[src/sv/vfcm_pkg.sv]
// vfcm_pkg: shared types and constants for the voxel face culling mesher
// request/result item structs, state encoding, controller command and status
// no dependencies
package vfcm_pkg;

	typedef enum logic [1:0] {
		REQ_WRITE = 2'd0,
		REQ_READ  = 2'd1,
		REQ_MESH  = 2'd2
	} req_code_t;

	localparam logic       KIND_VERTEX = 1'b0;
	localparam logic       KIND_READ   = 1'b1;
	localparam logic [2:0] VTX_LAST    = 3'd5;
	localparam logic [2:0] SCAN_END    = 3'd6;
	localparam int         NUM_FACES   = 6;
	localparam int         COORD_W     = 7;

	// corner offsets per face and vertex, packed {dx, dy, dz}
	localparam logic [2:0] FACE_CORNERS [NUM_FACES][6] = '{
		'{3'b000, 3'b001, 3'b010, 3'b010, 3'b001, 3'b011},
		'{3'b100, 3'b110, 3'b101, 3'b110, 3'b111, 3'b101},
		'{3'b100, 3'b000, 3'b010, 3'b010, 3'b110, 3'b100},
		'{3'b001, 3'b101, 3'b011, 3'b011, 3'b101, 3'b111},
		'{3'b000, 3'b100, 3'b001, 3'b001, 3'b100, 3'b101},
		'{3'b010, 3'b011, 3'b110, 3'b110, 3'b011, 3'b111}
	};

	typedef struct packed {
		logic [1:0] req_type;
		logic [3:0] cell_x;
		logic [3:0] cell_y;
		logic [3:0] cell_z;
		logic [6:0] cell_value;
	} req_t;

	typedef struct packed {
		logic              result_kind;
		logic [4:0]        vert_x;
		logic [4:0]        vert_y;
		logic [4:0]        vert_z;
		logic signed [7:0] vert_attr;
		logic [2:0]        face_code;
		logic [6:0]        read_value;
		logic              last;
	} res_t;

	typedef enum logic [2:0] {
		ST_CLEAR,
		ST_IDLE,
		ST_READ,
		ST_CENTER,
		ST_SCAN,
		ST_EMIT
	} state_t;

	typedef struct packed {
		logic clr_en;
		logic accept_en;
		logic rd_src_nb;
		logic rd_en;
		logic read_load;
		logic center_load;
		logic scan_step;
		logic emit_load;
	} cmd_t;

	typedef struct packed {
		logic clr_last;
		logic fire_read;
		logic fire_mesh;
		logic center_empty;
		logic scan_done;
		logic mask_empty;
		logic emit_last;
		logic out_free;
	} stat_t;

endpackage

[src/sv/vfcm_ctrl.sv]
// vfcm_ctrl: sequencing state machine of the voxel mesher
// drives datapath commands from datapath status; uses vfcm_pkg
module vfcm_ctrl (
	input  logic            clk,
	input  logic            arst_n,
	input  vfcm_pkg::stat_t stat,
	output vfcm_pkg::cmd_t  cmd
);
	import vfcm_pkg::*;

	state_t state_q;
	state_t state_nxt;

	always_ff @(posedge clk or negedge arst_n) begin
		if (!arst_n) begin
			state_q <= ST_CLEAR;
		end else begin
			state_q <= state_nxt;
		end
	end

	always_comb begin
		state_nxt = state_q;
		unique case (state_q)
			ST_CLEAR: begin
				if (stat.clr_last) state_nxt = ST_IDLE;
			end
			ST_IDLE: begin
				if (stat.fire_read) state_nxt = ST_READ;
				else if (stat.fire_mesh) state_nxt = ST_CENTER;
			end
			ST_READ: begin
				if (stat.out_free) state_nxt = ST_IDLE;
			end
			ST_CENTER: begin
				if (stat.center_empty) state_nxt = ST_IDLE;
				else state_nxt = ST_SCAN;
			end
			ST_SCAN: begin
				if (stat.scan_done) state_nxt = ST_EMIT;
			end
			ST_EMIT: begin
				if (stat.mask_empty) state_nxt = ST_IDLE;
				else if (stat.out_free && stat.emit_last) state_nxt = ST_IDLE;
			end
			default: state_nxt = ST_CLEAR;
		endcase
	end

	always_comb begin
		cmd = '0;
		unique case (state_q)
			ST_CLEAR: begin
				cmd.clr_en = 1'b1;
			end
			ST_IDLE: begin
				cmd.accept_en = 1'b1;
				cmd.rd_en     = 1'b1;
			end
			ST_READ: begin
				cmd.read_load = stat.out_free;
			end
			ST_CENTER: begin
				cmd.center_load = !stat.center_empty;
			end
			ST_SCAN: begin
				cmd.rd_src_nb = 1'b1;
				cmd.rd_en     = 1'b1;
				cmd.scan_step = 1'b1;
			end
			ST_EMIT: begin
				cmd.emit_load = stat.out_free && !stat.mask_empty;
			end
			default: cmd = '0;
		endcase
	end

endmodule

[config.mk]
export PLATFORM = sky130hd
export DESIGN_NAME = vfcm_ctrl
export DESIGN_NICKNAME = d
export VERILOG_FILES = /design/src/sv/vfcm_pkg.sv /design/src/sv/vfcm_ctrl.sv
export SDC_FILE = /design/constraint.sdc
export NUM_CORES = 1
export LEC_CHECK = 0
export BUFFER_PORTS_ARGS = -buffer_cell sky130_fd_sc_hd__buf_4
export CAP_MARGIN = 40
export CORE_AREA = 4 4 41 43
export CTS_BUF_LIST = sky130_fd_sc_hd__clkbuf_8
export DETAILED_ROUTE_END_ITERATION = 16
export DIE_AREA = 0 0 45 47
export GPL_TIMING_DRIVEN = 0
export PLACE_DENSITY = 0.55
export SYNTH_ARGS = -nofsm -noshare
export SYNTH_HDL_FRONTEND = slang
export SYNTH_SLANG_ARGS = --single-unit
[constraint.sdc]
create_clock -name clk -period 2.22 [get_ports clk]
set_input_delay 0.333 -clock clk [delete_from_list [all_inputs] [get_ports clk]]
set_output_delay 0.333 -clock clk [all_outputs]
set_load 0.05 [all_outputs]
# Word level (Yosys, flattened, before mapping)

Index checks and enable logic that the tools add are counted.

Output and inout bits: 8
Bits of input ports: 10
Flip-flop bits (word level): 3
Logic and storage cells: 34

Reduce and logical (&&, ||, !) cells: 7
Mux-type cells: 16
Equality and inequality tests: 10

Operators with widths:

| kind                                                            | count |
|---|---|
| 3-bit 2-to-1 mux                                                | 8 |
| 3-bit case mux with 6 select lines                              | 1 |
| 1-bit 2-to-1 mux                                                | 7 |
| 3-bit by 2-bit == test with 1-bit output, second input constant | 2 |
| 3-bit == test, second input constant                            | 2 |
| 2-bit != test, second input constant                            | 3 |
| 3-bit != test, second input constant                            | 2 |
| 5-bit AND reduction                                             | 1 |
| 3-bit by 1-bit == test with 1-bit output, second input constant | 1 |
| 3-bit zero test                                                 | 1 |
| 1-bit logical AND                                               | 2 |
| 1-bit zero test                                                 | 2 |
| 2-bit OR reduction                                              | 1 |

# Depth between registers and ports, before layout

Gate-level depths: netlist of the first run.

Word-level depth: 4
Gate-level depth with buffers: 5

# Least setup slack after synthesis of the first run

OpenSTA, ideal clock, no wires.

Path kind: flip-flop to flip-flop
Start point: register state_q[2]
End point: register state_q[2]
Setup slack: -0.038 ns
Stages on the path, launching flop included: 6
Buffers on the path: 1
Arrival time: 2.194 ns
Data required time: 2.156 ns
Cells stage by stage: dfrtp_1 > buf_2 > nand2b_1 > nor3b_1 > nand2b_1 > mux2_4

Longest elaborated chain between the ends: 3
Elaborated cells between the ends (all ways): 13
Those cells by class: eq/ne: 10; mux: 1; reduce/logical: 2

RTL lines:

| item                                                                   | RTL line        | text |
|---|---|---|
| start, declared                                                        | vfcm_ctrl.sv:11 | `state_t state_q;` |
| start signal, assigned                                                 | vfcm_ctrl.sv:18 | `state_q <= state_nxt;` |
| 3-bit by 1-bit == test with 1-bit output, or another cell as far along | vfcm_ctrl.sv:24 | `unique case (state_q)` |
| 3-bit != test (no source line) or 2-bit != test (tied branches)        | --              |  |
| 5-bit AND reduction (no source line)                                   | --              |  |

Parallel ways exist; a longest one is shown, timed or not.
A chain may end at the register's enable or synchronous reset.

==> impl_results.md, run 1 <==
- Status: completed
- Synth top area cells: dfrtp_1, o311ai_4, mux2i_1
- Worst setup EP type: output port
- Synth area leader: dfrtp_1
- Slew Limit Fails: 0
- CP Class: reg2out
- Post-layout minimum cycle time: 1.75 ns
- H-tree depth: 1
- PwrDens: 1640 nW/um^2
- Drt drc: 0
- Mapped Cells: 32
- Clock sinks: 3
- DIE HEIGHT: 47 um
- RSZ-0062 raised after global routing: no
- Max IR drop VDD: 768 uV
- Sequential-to-total area share from yosys stat: 0.260
- CTS tree: done
- Setup_tns: 0 ns
- Synth top area share: 0.260
- Relative slew slack: 0.750
- Vias: 298
- Largest family of logic cells by synthesized area: simple AND/OR/NAND/NOR gates
- Synthesis-to-finish area growth: 71.4%
- Min-delay worst type: in2reg
- CTS root buffer: clkbuf_8
- Syn_area_per_cell: 9.03 sq um
- Synth Area in Simple Gates: 0.338
- Worst path top cell family by delay: simple AND/OR/NAND/NOR gates
- Clock transition at path regs: 0.03 ns
- HPWL Detailed: 575 um
- Complex-gate fraction of the synthesized area: 0.173
- Endpoints failing setup: 0
- First DRT Iteration DRCs: 2
- First-pass DRT Iterations: 4
- Most common cell after layout, fill and taps aside: buf_4
- Syn Nets: 42
- Vias per Instance: 4.32
- Initial Util: 0.222
- Synth cell types: 20
- Worst-Skew Late Latency: 0.21 ns
- Die Area: 2120 sq um
- Crit path cell chain: buf_2 > nor4bb_1 > and2_1 > buf_4
- Leak: 0.259 nW
- First-pass GRT wire length: 1.15 mm
- Row Count: 13
- Biggest register: state_q
- Worst hold slack: 0.434 ns
- Ports: 18
- Final Cycle Share: 0.789
- Max reg flops: 3
- Worst EP arrival: 1.42 ns
- Placer Congestion: 0.748
- Final Routed Wirelength: 697 um
- Post-synthesis mux area share: 0.121
- Antenna Cells: 0
- Worst Tran Pin Value: 0.369 ns
- Peak Freq: 571 MHz
- Vias in the first global route: 298
- Startpoint Class: flop
- CTS Buf Count: 3
- Most frequent cells in the layout: buf_4, nand2_1
- Synthesized area: 289 sq um
- Grt ovf: 0
- Aggregate global-route resource usage: 0.0752
- Slowest CP cell: nor4bb_1
- WL/cell: 10.1 um
- Layout cells sized above 1: 0.500
- Die Width: 45 um
- Crit-path max FO: 9
- Worst path bufs/invs: 2
- Synth warnings: 0
- Hold Fails Final Rpt: 0
- Worst Path Required: 1.89 ns
- Post-Synth XOR/XNOR Area: 0
- Layout Skew: 0.000243 ns
- Post-synthesis register bit count: 3
- Core area: 1300 sq um
- PortBufs: 17
- Final core utilization: 0.381
- Largest net degree at the start of global routing: 11
- Initial antenna violation count: 0
- Top Registers: state_q: 3 flops
- # nets final: 65
- Final ANT Viol Nets: 0
- Largest stage delay, worst path: 0.35 ns
- Clock tree buffer depth: 2
- # Max-Cap Violations: 0
- Synth Area in Adders: 0
## cells in the mapped netlist, drive strengths merged
| cell type | number |
|---|---|
| o21bai | 1 |
| mux2 | 1 |
| inv | 2 |
| nor4bb | 1 |
| o311ai | 1 |
| o22ai | 1 |
| nor2 | 2 |
| nor3b | 2 |
| a21oi | 2 |
| dfrtp | 3 |
| and2 | 1 |
| buf | 3 |
| nor4b | 1 |
| nor3 | 1 |
| mux2i | 2 |
| nand2b | 3 |
| or3b | 1 |
| nand2 | 4 |
## tightest hold or removal path, cell delays in order
cell and delay [ns]:
buf_4 0.09, mux2i_1 0.06, o22ai_1 0.11
## timing repair
action                                 4_1_cts  5_1_grt
hold buffers                                 1        0
endpoints found under the hold margin        3        0
resized for setup                            0        0
buffers inserted                             0        0
## kinds of logic after synthesis
family	Yosys count
AO/OA/AOI/OAI	5
flip-flops	3
multiplexers	3
buffers and inverters	5
AND/OR/NAND/NOR	16
## power breakdown
group	leakage [nW]	internal (mW)	switching (mW)	total [mW]
Sequential	0.0386	0.0794	0.0177	0.0972
Combinational	0.194	0.219	0.344	0.563
Clock	0.0269	0.117	0.0335	0.151
Total	0.259	0.416	0.395	0.811
## metal layers
layer	part of all wire	track usage	wire, um
met5	0	0	0
met4	0	0.0702	0
met3	0.095	0.00383	66
met2	0.48	0.119	337
met1	0.42	0.0915	293
## area by class of cell
| cell class | instances | area, sq um |
|---|---|---|
| fill | 152 | 806 |
| multi-input combinational | 24 | 188 |
| timing repair buffer | 18 | 138 |
| sequential | 3 | 75.1 |
| clock buffer | 3 | 41.3 |
| buffer | 3 | 23.8 |
| tap | 15 | 18.8 |
| inverter | 2 | 7.51 |
| clock inverter | 1 | 3.75 |
## final timing paths
path / from / endpoint / slack, ns / cells after the start
worst max-delay path: state_q[2] / cmd[0] / 0.47 / 4
worst min-delay path: stat[4] / state_q[0] / 0.43 / 3
min in group asynchronous: arst_n / state_q[2] / 0.45 / 2
max in group asynchronous: arst_n / state_q[1] / 1.68 / 2
worst min register to register: state_q[1] / state_q[0] / 0.60 / 1
worst max register to register: state_q[2] / state_q[2] / 0.60 / 4
## per-stage QoR
stage | setup slack, ns | cells | cell area [sq um] | total power [mW]
5_1_grt | 0.321 | 69 | 495 | 0.865
3_3_place_gp | 0.593 | 64 | 440 | 0.665
6_report | 0.469 | 69 | 495 | 0.811
2_1_floorplan | 0.0376 | 32 | 294 | 0.530
4_1_cts | 0.461 | 69 | 495 | 0.823
3_5_place_dp | 0.595 | 64 | 440 | 0.664
Note: power is estimated with default switching activity, not from simulation.
==> inputs of run 2 (changes only) <==
ABC_AREA = 1   (was not set)
PLACE_DENSITY = 0.59   (was 0.55)
clock period = 1.4 ns   (was 2.22 ns; I/O delays follow)
==> impl_results.md, run 2 <==
- Status: finished, violations left
- Failing checks: negative setup slack
- Internal power: 759 uW
- Grt ovf: 0
- Synthesized area: 318 sq um
- Worst slack, placed: 0.00631 ns
- Final Cycle Share: 1.03
- # nets final: 87
- Post-synth ARST share: 1.00
- Largest net degree at the start of global routing: 9
- Hold EP: state_q[2]
- Grt met1 use: 0.110
- R2R Setup Slk: 0.14 ns
- Critical R2R Capture: state_q[0]
- HPWL Detailed: 655 um
- Row Count: 13
- Crit-path max FO: 6
- Hold path cells: 4
- Endpoints failing setup: 5
- Layout cells sized above 1: 0.566
- Die Area: 2120 sq um
- First DRT Iteration DRCs: 3
- Reg2reg path depth: 8
- Cell mode on critical path: buf_8
- Post-synth EDFFs: 0
- Final ANT Viol Nets: 0
- Slowest CP cell: dfrtp_2
- CTS tree: done
- Most common cell in the synthesized netlist: nand2_1
- Max IR drop VDD: 1140 uV
- Switching Fraction: 0.523
- Worst setup EP type: output port
- Ys flop type: dfrtp_1
- Sequential-to-total area share from yosys stat: 0.236
- Syn Nets: 62
- Commonest cells post-synth: nand2_1, inv_1, nand3_1, nor2_1
- Clock power frac: 0.154
- Vias per Instance: 4.49
- H-tree depth: 1
- Synth top area share: 0.236
- Min-delay worst type: in2reg
- Antenna Cells: 0
- Synth cell types: 17
- # fillers: 138
- Psw: 831 uW
- Mapped Cells: 52
- Startpoint Class: flop
- Vias in the first global route: 407
- Worst path top cell family by delay: flip-flops
- Worst-Skew Late Latency: 0.21 ns
- CTS root buffer: clkbuf_8
- Reg-to-Reg Start: state_q[0]
- Post-Synth XOR/XNOR Area: 0
- Ports: 18
- Drt drc: 0
- WL/cell: 10.5 um
- Worst hold start: stat[3]
- Slew Limit Fails: 0
- Met3 layer usage reported by global route: 0.0192
- Biggest register: state_q
- DIE HEIGHT: 47 um
- # Max-Cap Violations: 0
- Worst hold slack: 0.339 ns
- RSZ-0062 raised after global routing: yes
- Synth warnings: 0
- Layout Skew: 0.0000318 ns
- Max reg flops: 3
- Largest stage delay, worst path: 0.46 ns
- Vias: 409
- Synth Area in Adders: 0
- Grt peak-use layer: met2
- Worst EP arrival: 1.23 ns
- Initial antenna violation count: 0
- Final Routed Wirelength: 957 um
- Core area: 1300 sq um
- Crit path cell chain: nor2_4 > nand2_4 > clkinvlp_4 > buf_8 > buf_8
- Synthesis-to-finish area growth: 101%
- Worst path bufs/invs: 3
- First-pass GRT wire length: 1.58 mm
- Top Registers: state_q: 3 flops
- Aggregate global-route resource usage: 0.0997
- Complex-gate fraction of the synthesized area: 0.0315
- Peak Freq: 695 MHz
- PortBufs: 17
- Worst Tran Pin Value: 0.194 ns
- Post-synthesis register bit count: 3
- Sequential share of power: 0.129
- Die Width: 45 um
- CP Class: reg2out
- Initial Util: 0.244
- Synth area leader: dfrtp_1
- Syn_area_per_cell: 6.11 sq um
- Worst Path Required: 1.19 ns
- First-pass DRT Iterations: 2
- Placer Congestion: 0.802
- Most frequent cells in the layout: nand2_1, buf_4, inv_1
- Largest family of logic cells by synthesized area: simple AND/OR/NAND/NOR gates
- Relative slew slack: 0.869
- CTS Buf Count: 3
- Post-synthesis mux area share: 0
- Clock transition at path regs: 0.03 ns
- Clock sinks: 3
- Most common cell after layout, fill and taps aside: nand2_1
- Synth top area cells: dfrtp_1, nand2_1, inv_1
- PwrDens: 2490 nW/um^2
- Hold Fails Final Rpt: 0
- Gate power share: 0.717
- Post-layout minimum cycle time: 1.44 ns
- Leak: 0.346 nW
- Synth Area in Simple Gates: 0.555
- Fin worst setup slack: -0.0381 ns
- Met2 usage in global routing: 0.184
- Clock tree buffer depth: 2
run 2: cell count changes after synthesis, moves of 2 or more:
cell,change
nor3b_1,-2
nand2_1,+11
nor2_2,+2
mux2i_1,-2
nor3_1,+2
nand3_1,+5
nor2_4,+2
nand2b_1,-3
inv_1,+5
nor2_1,+2
inv_2,+3
run 2: routing by layer:
| layer | routed length [um] | share of wire |
|---|---|---|
| met5 | 0 | 0 |
| met4 | 0 | 0 |
| met1 | 406 | 0.42 |
| met2 | 477 | 0.50 |
| met3 | 73 | 0.076 |
run 2: cell families (layout without fill, tap and decap cells):
| kind of cell | after synthesis | count (layout) |
|---|---|---|
| flops | 3 | 3 |
| buf+inv | 12 | 36 |
| compound gates | 2 | 2 |
| simple gates | 35 | 35 |
run 2: area by class of cell:
class	count	area, sq um	area share
tap	15	18.8	0.0294
multi-input combinational	37	244	0.382
clock inverter	1	3.75	0.00587
buffer	2	26.3	0.0411
timing repair buffer	20	186	0.292
inverter	10	41.3	0.0646
sequential	3	77.6	0.121
clock buffer	3	41.3	0.0646
run 2: metrics by stage:
step                      cells  utilization  setup TNS, ns  power, mW  area, sq um
after global routing         91        0.491         -0.409       1.69          639
final                        91        0.491         -0.112       1.59          639
after detailed placement     84        0.388              0       1.12          505
after floorplan              52            -         -0.392      0.901          359
after CTS                    91        0.475        -0.0615       1.52          618
after global placement       84        0.388              0       1.12          505
run 2: worst reg2reg max path: cells and delay by family, from the launching register on:
kind	cells	cell delay, ns
buffers and inverters	2	0.22
and+or+nand+nor	6	0.48
DFF	1	0.45
run 2: worst max path at each step:
stage                     from     end  slack, ns  cells past startpoint
finish              state_q[0]  cmd[5]      -0.04                      5
global placement    state_q[1]  cmd[5]      0.006                      5
global route        state_q[0]  cmd[5]      -0.08                      5
CTS                 state_q[0]  cmd[5]      -0.03                      5
detailed placement  state_q[1]  cmd[5]      0.006                      5
floorplan           state_q[2]  cmd[3]      -0.26                      2
run 2: power groups by stage:
stage	Sequential [mW]	Clock (mW)	Combinational, mW
global placement	0.217	0	0.903
global route	0.207	0.256	1.22
floorplan	0.194	0	0.707
finish	0.204	0.245	1.14
detailed placement	0.215	0	0.902
CTS	0.200	0.246	1.08
run 2: what timing repair did:
| item | 4_1_cts | 5_1_grt |
|---|---|---|
| setup endpoints to repair | 6 | 8 |
| setup buffers | 2 | 0 |
| hold buffers | 1 | 0 |
| hold endpoints to repair | 3 | 0 |
| pin swaps | 1 | 1 |
| resized for setup | 11 | 5 |
==> inputs of run 3 (changes only) <==
ABC_AREA = not set   (was 1)
PLACE_DENSITY = 0.57   (was 0.59)
==> impl_results.md, run 3 (synthesis gave the netlist of run 1 again) <==
- Final ANT Viol Nets: 0
- Leak: 0.314 nW
- H-tree depth: 1
- Worst Tran Pin Value: 0.285 ns
- Max reg flops: 3
- First-pass DRT Iterations: 4
- PwrDens: 2540 nW/um^2
- Register area: 77.6 sq um
- CTS Buf Count: 3
- # nets final: 70
- Drt drc: 0
- Startpoint Class: flop
- Placed cell count: 64
- Vias in the first global route: 336
- Ports: 18
- Top Registers: state_q: 3 flops
- Grt ovf: 0
- Reg2reg path depth: 3
- Post-layout minimum cycle time: 1.60 ns
- First-pass GRT wire length: 1.44 mm
- Die Width: 45 um
- Layout Skew: 0.00252 ns
- Largest stage delay, worst path: 0.46 ns
- Slew Limit Fails: 0
- Relative slew slack: 0.809
- Vias per Instance: 4.53
- Min-delay worst type: in2async
- Fin worst setup slack: -0.200 ns
- Metal2 WL: 461 um
- Worst EP arrival: 1.69 ns
- Multi-input logic area: 267 sq um
- Final Non-Filler Cells: 74
- Vias: 335
- # Max-Cap Violations: 0
- Core area: 1300 sq um
- CP Class: reg2reg
- Clock transition at path regs: 0.03 ns
- Row Count: 13
- Biggest register: state_q
- First DRT Iteration DRCs: 3
- PortBufs: 17
- Worst path top cell family by delay: flip-flops
- Initial antenna violation count: 0
- Most common cell after layout, fill and taps aside: buf_4
- Clock sinks: 3
- Reg-to-Reg Start: state_q[1]
- Worst setup EP type: flop
- Final Routed Wirelength: 875 um
- Met1 Wirelength: 356 um
- WL/cell: 11.8 um
- Crit path depth: 3
- Worst Path Required: 1.49 ns
- Initial Util: 0.222
- Uppermost layer routed: met3
- CP startpoint: state_q[1]
- R2R Setup Slk: -0.20 ns
- CP endpoint: state_q[2]
- Worst-Skew Late Latency: 0.21 ns
- HPWL Detailed: 601 um
- Die Area: 2120 sq um
- Met3 routed WL: 57 um
- Setup_tns: -0.853 ns
- Aggregate global-route resource usage: 0.0996
- CTS root buffer: clkbuf_8
- Placer Congestion: 0.704
- Peak Freq: 625 MHz
- Synthesis-to-finish area growth: 130%
- Clock tree buffer depth: 2
- Endpoints failing setup: 7
- Failing checks: negative setup slack
- Largest net degree at the start of global routing: 7
- Slowest CP cell: dfrtp_2
- Antenna Cells: 0
- Hold Fails Final Rpt: 0
- DIE HEIGHT: 47 um
- Final Cycle Share: 1.14
- RSZ-0062 raised after global routing: yes
- Max IR drop VDD: 1140 uV
- Status: finished, violations left
- CTS tree: done
- Critical R2R Capture: state_q[2]
- Crit path cell chain: or3b_4 > o311ai_4 > mux2_4
- Final Power: 1.69 mW
- Crit-path max FO: 5
- Most frequent cells in the layout: buf_4, buf_6, nand2_1, clkbuf_8
- # fillers: 130
- Worst path bufs/invs: 0
- Final core utilization: 0.512
- Layout cells sized above 1: 0.746
-- run 3: report_power, final --
part	leakage [nW]	total, mW	switching, mW	internal (mW)
registers	0.0357	0.193	0.0624	0.131
logic	0.252	1.25	0.663	0.589
clock network	0.0269	0.242	0.0559	0.187
-- run 3: layout make-up --
class                           count  share of cell area
Multi-Input combinational cell     24               0.400
Inverter                            2              0.0169
Clock buffer                        3              0.0620
Clock inverter                      1             0.00564
Buffer                              2              0.0338
Tap cell                           15              0.0282
Sequential cell                     3               0.117
Timing Repair Buffer               24               0.336
-- run 3: how the worst min path moves through the flow --
| stage | startpoint | to | cells past startpoint |
|---|---|---|---|
| global placement | arst_n | state_q[0] | 1 |
| global route | arst_n | state_q[1] | 2 |
| CTS | arst_n | state_q[1] | 2 |
| finish | arst_n | state_q[1] | 2 |
| floorplan | arst_n | state_q[0] | 0 |
| detailed placement | arst_n | state_q[2] | 1 |
-- run 3: what timing repair did --
action | CTS | global route
setup endpoints to repair | 9 | 10
buffers inserted | 5 | 1
pin swaps | 4 | 5
endpoints found under the hold margin | 3 | 0
resized for setup | 13 | 9
hold buffers | 1 | 0
-- run 3: through the flow --
step / setup WS (ns) / hold WS [ns] / cell area (sq um)
after floorplan: -0.173 / -0.0856 / 334
after global placement: -0.238 / 0.000118 / 480
after CTS: -0.223 / 0.319 / 621
after detailed placement: -0.236 / 0.00378 / 480
final: -0.200 / 0.324 / 666
after global routing: -0.225 / 0.334 / 666
-- run 3: layer usage --
| metal | vias up | track usage |
|---|---|---|
| li1 | 167 | - |
| met1 | 156 | 0.112 |
| met2 | 12 | 0.158 |
| met3 | 0 | 0.0115 |
| met4 | 0 | 0.105 |
| met5 | - | 0 |
